[config.mk]
export PLATFORM = sky130hd
export DESIGN_NAME = cde_ctrl
export DESIGN_NICKNAME = d
export VERILOG_FILES = /design/src/rtl/circular_deque_engine_core_defines.svh /design/src/rtl/cde_pkg.sv /design/src/rtl/cde_ctrl.sv
export SDC_FILE = /design/constraint.sdc
export NUM_CORES = 1
export LEC_CHECK = 0
export BUFFER_PORTS_ARGS = -buffer_cell sky130_fd_sc_hd__buf_2
export CELL_PAD_IN_SITES_DETAIL_PLACEMENT = 1
export CELL_PAD_IN_SITES_GLOBAL_PLACEMENT = 1
export CORE_MARGIN = 5
export CORE_UTILIZATION = 44
export DETAILED_ROUTE_END_ITERATION = 8
export PLACE_DENSITY_LB_ADDON = 0.3
export SLEW_MARGIN = 20
export SYNTH_ARGS = -nofsm -noshare
export SYNTH_HDL_FRONTEND = slang
export SYNTH_SLANG_ARGS = --single-unit
export TNS_END_PERCENT = 20
[constraint.sdc]
create_clock -name clk -period 11.3 [get_ports clk]
set_input_delay 0.565 -clock clk [delete_from_list [all_inputs] [get_ports clk]]
set_output_delay 0.565 -clock clk [all_outputs]
set_load 0.05 [all_outputs]
[src/rtl/circular_deque_engine_core_defines.svh]
// ----------------------------------------------------------------------------
// Circular deque engine: assertion macros
// Shared concurrent assertion forms used by the deque engine RTL.
// ----------------------------------------------------------------------------
`ifndef CIRCULAR_DEQUE_ENGINE_CORE_DEFINES_SVH
`define CIRCULAR_DEQUE_ENGINE_CORE_DEFINES_SVH

// The consequent must hold in the same cycle as the antecedent.
`define CDE_ASSERT_SAME(label, clk, rst_n, ante, cons, msg) \
    label: assert property (@(posedge clk) disable iff (!rst_n) (ante) |-> (cons)) \
        else $error(msg);

// The consequent must hold in the cycle after the antecedent.
`define CDE_ASSERT_NEXT(label, clk, rst_n, ante, cons, msg) \
    label: assert property (@(posedge clk) disable iff (!rst_n) (ante) |=> (cons)) \
        else $error(msg);

`endif

[src/rtl/cde_pkg.sv]
// ----------------------------------------------------------------------------
// Circular deque engine package
// Shared constants, codes, request structures and index helper functions.
// ----------------------------------------------------------------------------
package cde_pkg;

    localparam int DEPTH  = 128;
    localparam int DATA_W = 32;
    localparam int IDX_W  = $clog2(DEPTH);
    localparam int SIZE_W = 8;
    localparam int CMD_W  = 2;
    localparam int MODE_W = 2;

    typedef enum logic [CMD_W-1:0] {
        CMD_INS_RIGHT = 2'd0,
        CMD_INS_LEFT  = 2'd1,
        CMD_DEL_LEFT  = 2'd2,
        CMD_DEL_RIGHT = 2'd3
    } cmd_t;

    typedef enum logic [1:0] {
        ST_DONE   = 2'd0,
        ST_FULL   = 2'd1,
        ST_EMPTY  = 2'd2,
        ST_DENIED = 2'd3
    } status_t;

    typedef enum logic [0:0] {
        CFG_DEQUE_SIZE    = 1'b0,
        CFG_RESTRICT_MODE = 1'b1
    } cfg_idx_t;

    localparam logic [MODE_W-1:0] MODE_NO_LEFT_INS = 2'd1;
    localparam logic [MODE_W-1:0] MODE_NO_LEFT_DEL = 2'd2;

    typedef struct packed {
        logic              wr_en;
        logic              rd_en;
        logic [IDX_W-1:0]  addr;
        logic [DATA_W-1:0] wdata;
    } mem_req_t;

    typedef struct packed {
        status_t status;
        logic    now_empty;
        logic    now_full;
    } step_res_t;

    // Move one place to the right, wrapping at the active size.
    function automatic logic [IDX_W-1:0] step_up(input logic [IDX_W-1:0]  idx,
                                                 input logic [SIZE_W-1:0] size);
        logic [SIZE_W-1:0] nxt;
        nxt = SIZE_W'(idx) + SIZE_W'(1);
        return (nxt >= size) ? '0 : IDX_W'(nxt);
    endfunction

    // Move one place to the left, wrapping to the last active slot.
    function automatic logic [IDX_W-1:0] step_down(input logic [IDX_W-1:0]  idx,
                                                   input logic [SIZE_W-1:0] size);
        logic [SIZE_W-1:0] last;
        last = size - SIZE_W'(1);
        return (idx == '0) ? IDX_W'(last) : idx - IDX_W'(1);
    endfunction

endpackage

[src/rtl/cde_ctrl.sv]
// ----------------------------------------------------------------------------
// Circular deque engine: pointer control
// Holds the head and tail indices, the empty flag and the configuration,
// decides each command and issues the slot memory access.
// ----------------------------------------------------------------------------
module cde_ctrl (
    input  logic                      clk,
    input  logic                      rst_n,
    input  logic                      step,
    input  logic [cde_pkg::CMD_W-1:0]  command,
    input  logic [cde_pkg::DATA_W-1:0] value,
    input  logic                      cfg_we,
    input  logic [0:0]                cfg_index,
    input  logic [cde_pkg::SIZE_W-1:0] cfg_data,
    output cde_pkg::mem_req_t         mem_req,
    output cde_pkg::step_res_t        res
);

    logic [cde_pkg::IDX_W-1:0]  head_reg, head_next;
    logic [cde_pkg::IDX_W-1:0]  tail_reg, tail_next;
    logic                       empty_reg, empty_next;
    logic [cde_pkg::SIZE_W-1:0] size_reg, size_next;
    logic [cde_pkg::MODE_W-1:0] mode_reg;
    cde_pkg::cmd_t              cmd;
    cde_pkg::status_t           status;
    logic                       denied;
    logic                       is_ins;
    logic                       full_now;
    logic                       wr_en;
    logic                       rd_en;
    logic [cde_pkg::IDX_W-1:0]  addr;

    // Size is clamped into the range 1..DEPTH when it is written.
    always_comb
    begin
        if (cfg_data == '0)
        begin
            size_next = cde_pkg::SIZE_W'(1);
        end
        else if (cfg_data > cde_pkg::SIZE_W'(cde_pkg::DEPTH))
        begin
            size_next = cde_pkg::SIZE_W'(cde_pkg::DEPTH);
        end
        else
        begin
            size_next = cfg_data;
        end
    end

    always_comb
    begin
        cmd        = cde_pkg::cmd_t'(command);
        denied     = ((mode_reg == cde_pkg::MODE_NO_LEFT_INS) && (cmd == cde_pkg::CMD_INS_LEFT)) ||
                     ((mode_reg == cde_pkg::MODE_NO_LEFT_DEL) && (cmd == cde_pkg::CMD_DEL_LEFT));
        is_ins     = (cmd == cde_pkg::CMD_INS_RIGHT) || (cmd == cde_pkg::CMD_INS_LEFT);
        full_now   = !empty_reg && (cde_pkg::step_up(tail_reg, size_reg) == head_reg);
        head_next  = head_reg;
        tail_next  = tail_reg;
        empty_next = empty_reg;
        status     = cde_pkg::ST_DONE;
        wr_en      = 1'b0;
        rd_en      = 1'b0;
        addr       = '0;

        if (denied)
        begin
            status = cde_pkg::ST_DENIED;
        end
        else if (is_ins)
        begin
            if (full_now)
            begin
                status = cde_pkg::ST_FULL;
            end
            else
            begin
                wr_en = 1'b1;
                if (empty_reg)
                begin
                    // First element always lands in slot zero.
                    head_next  = '0;
                    tail_next  = '0;
                    empty_next = 1'b0;
                    addr       = '0;
                end
                else if (cmd == cde_pkg::CMD_INS_RIGHT)
                begin
                    tail_next = cde_pkg::step_up(tail_reg, size_reg);
                    addr      = tail_next;
                end
                else
                begin
                    head_next = cde_pkg::step_down(head_reg, size_reg);
                    addr      = head_next;
                end
            end
        end
        else
        begin
            if (empty_reg)
            begin
                status = cde_pkg::ST_EMPTY;
            end
            else
            begin
                rd_en = 1'b1;
                addr  = (cmd == cde_pkg::CMD_DEL_LEFT) ? head_reg : tail_reg;
                if (head_reg == tail_reg)
                begin
                    // Last element leaves; the indices keep their values.
                    empty_next = 1'b1;
                end
                else if (cmd == cde_pkg::CMD_DEL_LEFT)
                begin
                    head_next = cde_pkg::step_up(head_reg, size_reg);
                end
                else
                begin
                    tail_next = cde_pkg::step_down(tail_reg, size_reg);
                end
            end
        end
    end

    assign mem_req.wr_en = step && wr_en;
    assign mem_req.rd_en = step && rd_en;
    assign mem_req.addr  = addr;
    assign mem_req.wdata = value;

    assign res.status    = status;
    assign res.now_empty = empty_next;
    assign res.now_full  = !empty_next &&
                           (cde_pkg::step_up(tail_next, size_reg) == head_next);

    always_ff @(posedge clk or negedge rst_n)
    begin
        if (!rst_n)
        begin
            head_reg  <= '0;
            tail_reg  <= '0;
            empty_reg <= 1'b1;
            size_reg  <= cde_pkg::SIZE_W'(cde_pkg::DEPTH);
            mode_reg  <= '0;
        end
        else if (cfg_we)
        begin
            unique case (cde_pkg::cfg_idx_t'(cfg_index))
                cde_pkg::CFG_DEQUE_SIZE:
                begin
                    size_reg  <= size_next;
                    head_reg  <= '0;
                    tail_reg  <= '0;
                    empty_reg <= 1'b1;
                end
                cde_pkg::CFG_RESTRICT_MODE:
                begin
                    mode_reg <= cfg_data[cde_pkg::MODE_W-1:0];
                end
                default:
                begin
                    mode_reg <= mode_reg;
                end
            endcase
        end
        else if (step)
        begin
            head_reg  <= head_next;
            tail_reg  <= tail_next;
            empty_reg <= empty_next;
        end
    end

endmodule

After elaboration in Yosys (flattened, before gate mapping):

Cells that the tools add are included.

* register bits: 25
* output and inout port bits: 45

* add/sub/neg operators: 6
* order comparisons: 4
* equal/unequal tests: 8
* multiplexer cells: 53
* bitwise operators: 1
* reduce and logical (&&, ||, !) cells: 18

Operator list (count)
* 7-bit two-way mux: 33
* 7-bit by 1-bit adder with 8-bit output, second input constant: 3
* 8-bit greater-or-equal comparator: 3
* 7-bit equality test: 3
* 7-bit by 1-bit subtractor with 7-bit output, second input constant: 3
* 8-bit two-way mux: 2
* 1-bit two-way mux: 15
* 7-bit zero test: 2
* 8-bit > comparator, second input constant: 1
* 8-bit zero test: 1
* 1-bit logical AND: 6
* 2-bit two-way mux: 3
* 2-bit AND reduction: 3
* 2-bit by 1-bit equality test with 1-bit output, second input constant: 2
* 2-bit equality test, second input constant: 2
* 1-bit zero test: 2
* 2-bit zero test: 1
* 1-bit logical OR: 2
* 2-bit inequality test, second input constant: 1
* 2-bit nonzero test: 1
* 1-bit inverter: 1

Depth between registers and ports, before layout:

* word-level depth: 13
* depth in mapped cells: 29

Least setup slack after synthesis:

No wires, ideal clock.

* path type: register to output
* start point: register tail_reg[0] in the netlist's numbering
* end point: output port res[0] in the netlist's numbering
* arrival: 6337 ps
* required time: 10735 ps
* setup slack: 4398 ps
* cell stages (with the launch flop): 30
* path buffers: 1
* cell sequence: dfrtp_1 ha_1 nand2_1 or3_1 and2_1 inv_1 ha_1 a21o_2 a21oi_1 o31a_2 buf_6 nand2_2 a21oi_2 a31oi_4 inv_2 nor2_4 nor2_1 ha_1 o221ai_1 a311oi_1 xnor2_1 inv_1 ha_1 or2_2 a21oi_1 a21oi_1 a2111oi_0 a31oi_1 a221oi_2 o31a_1

RTL lines
* start: declaration: RTL line cde_ctrl.sv:20 `logic [cde_pkg::IDX_W-1:0] tail_reg, tail_next;`
* start signal: assignment: RTL line cde_ctrl.sv:168 `tail_reg <= tail_next;`
* end: declaration: RTL line cde_ctrl.sv:16 `output cde_pkg::step_res_t res`

==> results.tsv <==
stage	metric	value	unit
run_status	status	complete, no violations	
synthesis	Synth Area per Inst	7.56	um^2
route	Final ANT Viol Nets	0	
clock_network	clk slew on worst S/H paths	0.08	ns
sta	RSZ-0062 raised after global routing	no	
layout	area of the multi-input gates	3210	um^2
floorplan	Initial Util	44.9	%
clock_network	hold buffers post-CTS	0	
synthesis	largest cells by area after synthesis	dfrtp_1 (13%), ha_1 (9.1%), buf_4 (5.8%)	
sta	Max Freq	118	MHz
clock_network	Setup Fix Bufs, Post-CTS	0	
grt	first-pass GRT wire length	26700	um
synthesis	EDFF count, synth	0	
route	Max Used Layer	met4	
setup_path	CP max FO	15	
clock_network	TritonCTS clock tree	yes	
synthesis	asr flop ratio synth	100	%
setup_path	crit path from	tail_reg[0]$_DFFE_PN0P_	
clock_network	maximum buffer depth of the clock tree	2	
floorplan	Die Height	110	um
route	routed wire length	17200	um
pwr	worst vdd ir	0.0937	mV
setup_path	slowest cell delay on critical path	0.74	ns
setup_path	Crit Path Category	reg2out	
synthesis	share of the synthesized area in the top cell type	13.1	%
job	Max-cap violations	0	
sta	final worst path period share	75.1	%
layout	post-layout util	44.4	%
clock_network	root buf cell	clkbuf_8	
layout	Register Area	628	um^2
floorplan	Die Wd	110	um
sta	max-slew violation count	0	
route	WL/cell	25.1	um
floorplan	Die ar.	12100	um^2
synthesis	sequential share of the synthesized area	14.3	%
synthesis	distinct cell type count of the synthesized netlist	93	
grt	grt ovf	0	
setup_path	CP startpoint kind	register	
setup_path	kind of end point of the critical path	output port	
clock_network	clock buffers created by TritonCTS	3	
sta	worst relative slew slack	48.6	%
synthesis	Main synth FF type	dfrtp_1	
pwr	Static Leakage	1.85	nW
sta	setup TNS	0	ns
synthesis	Post-Syn Instances	581	
min_path	Hold Path Class	in2async	
synthesis	post-synth top area cell	dfrtp_1	
route	DRC	0	
layout	Largest register FFs	8	
synthesis	#FFs+latches synth	25	
setup_path	Critical Path RT	10.74	ns
synthesis	syn_nets	660	
layout	area grow syn2layout	-1.31	%
floorplan	row count	36	
setup_path	Reg-to-Reg Start	tail_reg[0]$_DFFE_PN0P_	
grt	vias in the first global route	4690	
route	M1 wire length	7080	um
route	router iterations before antenna repair	5	
grt	initial antenna violation count	0	
layout	Fill cells	1273	
grt	largest net degree at the start of global routing	26	
sta	final hold violation count	0	
synthesis	Synth Warn #	0	
layout	Net count, final	633	
sta	# setup viols final	0	
grt	total track usage	29.4	%
layout	ant diodes	0	
route	routed wl met2	7860	um
synthesis	Netlist Area Pre-Place	4390	um^2
floorplan	Core Region	9770	um^2
place	Routability Congestion	0.992	
sta	post-layout min period	8.49	ns
place	port buffer count	27	
clock_network	H-tree depth	1	
route	via count	4578	
route	met3 wire len	1250	um
layout	share of cells above drive strength 1	15.7	%
sta	Worst-Margin Slew	0.770	ns
clock_network	clock sinks	25	
route	Via density	6.67	
sta	Hold Slack	0.281	ns
floorplan	io pins	92	
pwr	P per Cell Area	182	nW/um^2
clock_network	Post-CTS Resized	0	
route	Starting DRT DRC Count	338	
setup_path	CP arrival	7.93	ns
sta	Fin Clk Skew	0.00312	ns
clock_network	worst-skew pair later-pin latency	0.27	ns
pwr	power consumption	0.787	mW
place	DP HPWL	13400	um
setup_path	CP max stage cell	dfrtp_1	
==> report_power, final <==
part,total (mW),internal [mW],switching [mW]
logic,0.582,0.208,0.374
registers,0.151,0.102,0.0484
clock network,0.0540,0.0253,0.0287
total,0.787,0.335,0.452
==> layout make-up <==
type	instances	share of cell area, %
multi-input combinational	461	74.1
clock buffer	4	1.04
inverter	33	2.86
sequential	25	14.5
timing repair buffer	30	3.64
tap	133	3.84
==> Yosys cell counts (5+ instances only) <==
cell type  instances
a21oi_1           33
a31oi_1           12
a22o_1             8
mux2_2             7
a22oi_1            8
o21ai_0           38
or3_1              5
nor3_1            14
mux2i_1            5
clkbuf_1          16
nand2b_1          15
and2_1             5
dfrtp_1           23
ha_1              32
xor2_1             6
buf_2              5
and3_1             6
nand3_1           12
nand2_1           57
o211ai_1           7
o21ai_1            5
inv_1             31
a211oi_1           8
nor2_1            43
buf_4             34
nor2b_1            6
xnor2_1           24
a21o_1             9
==> critical path, delay by kind of cell (launching register included) <==
kind / cells / cell delay (ns)
AO/OA/AOI/OAI: 15 / 3.69
AND/OR/NAND/NOR: 5 / 1.33
adder cells (fa/ha/maj): 4 / 1.17
flip-flops: 1 / 0.74
buffers and inverters: 3 / 0.45
XOR/XNOR: 1 / 0.25
==> worst paths after layout <==
kind | slack, ns | depth (start not counted) | to
max in group asynchronous | 10.63 | 1 | size_reg[0]$_DFFE_PN0P_
min in group clk | 0.52 | 2 | size_reg[1]$_DFFE_PN0P_
max reg2reg | 6.31 | 15 | head_reg[5]$_DFFE_PN0P_
max | 2.81 | 28 | res[0]
min | 0.28 | 1 | mode_reg[1]$_DFFE_PN0P_
min reg2reg | 0.52 | 2 | size_reg[1]$_DFFE_PN0P_
==> layer usage <==
layer / track usage (%) / vias to the layer above
met5: 0 / -
met4: 16.4 / 0
li1: - / 2046
met3: 4.58 / 69
met1: 36.4 / 2210
met2: 48.2 / 253
==> logic make-up after synthesis <==
family	Yosys count	share of synthesized area [%]
flops	25	14.3
xor+xnor	30	5.98
simple gates	194	22.3
fa+ha+maj	32	9.11
buf+inv	95	12.5
mux	12	2.93
compound gates	193	32.8
==> cell usage in the layout, fill, tap and decap left out, types with 5 or more instances in the layout <==
master,netlist,layout
a31oi_1,12,12
a21o_1,9,9
nor3_1,14,14
a22o_1,8,8
nor2_1,43,43
inv_1,31,31
buf_2,5,27
ha_1,32,32
mux2i_1,5,5
xor2_1,6,6
o21ai_1,5,5
and3_1,6,6
and2_1,5,5
a21oi_1,33,33
or3_1,5,5
xnor2_1,24,24
o21ai_0,38,38
a22oi_1,8,8
nand2_1,57,57
nand2b_1,15,15
o211ai_1,7,7
dfrtp_1,23,23
mux2_2,7,7
a211oi_1,8,8
nor2b_1,6,6
nand3_1,12,12
==> per-stage QoR <==
| step | setup slack (ns) | cells | area, um^2 |
|---|---|---|---|
| 2_1_floorplan | 4.40 | 581 | 4390 |
| 3_3_place_gp | 3.74 | 682 | 4290 |
| 3_5_place_dp | 3.33 | 682 | 4290 |
| 4_1_cts | 2.98 | 686 | 4340 |
| 5_1_grt | 2.44 | 686 | 4340 |
| 6_report | 2.81 | 686 | 4340 |
No activity file was read; power rests on OpenSTA's default activity.
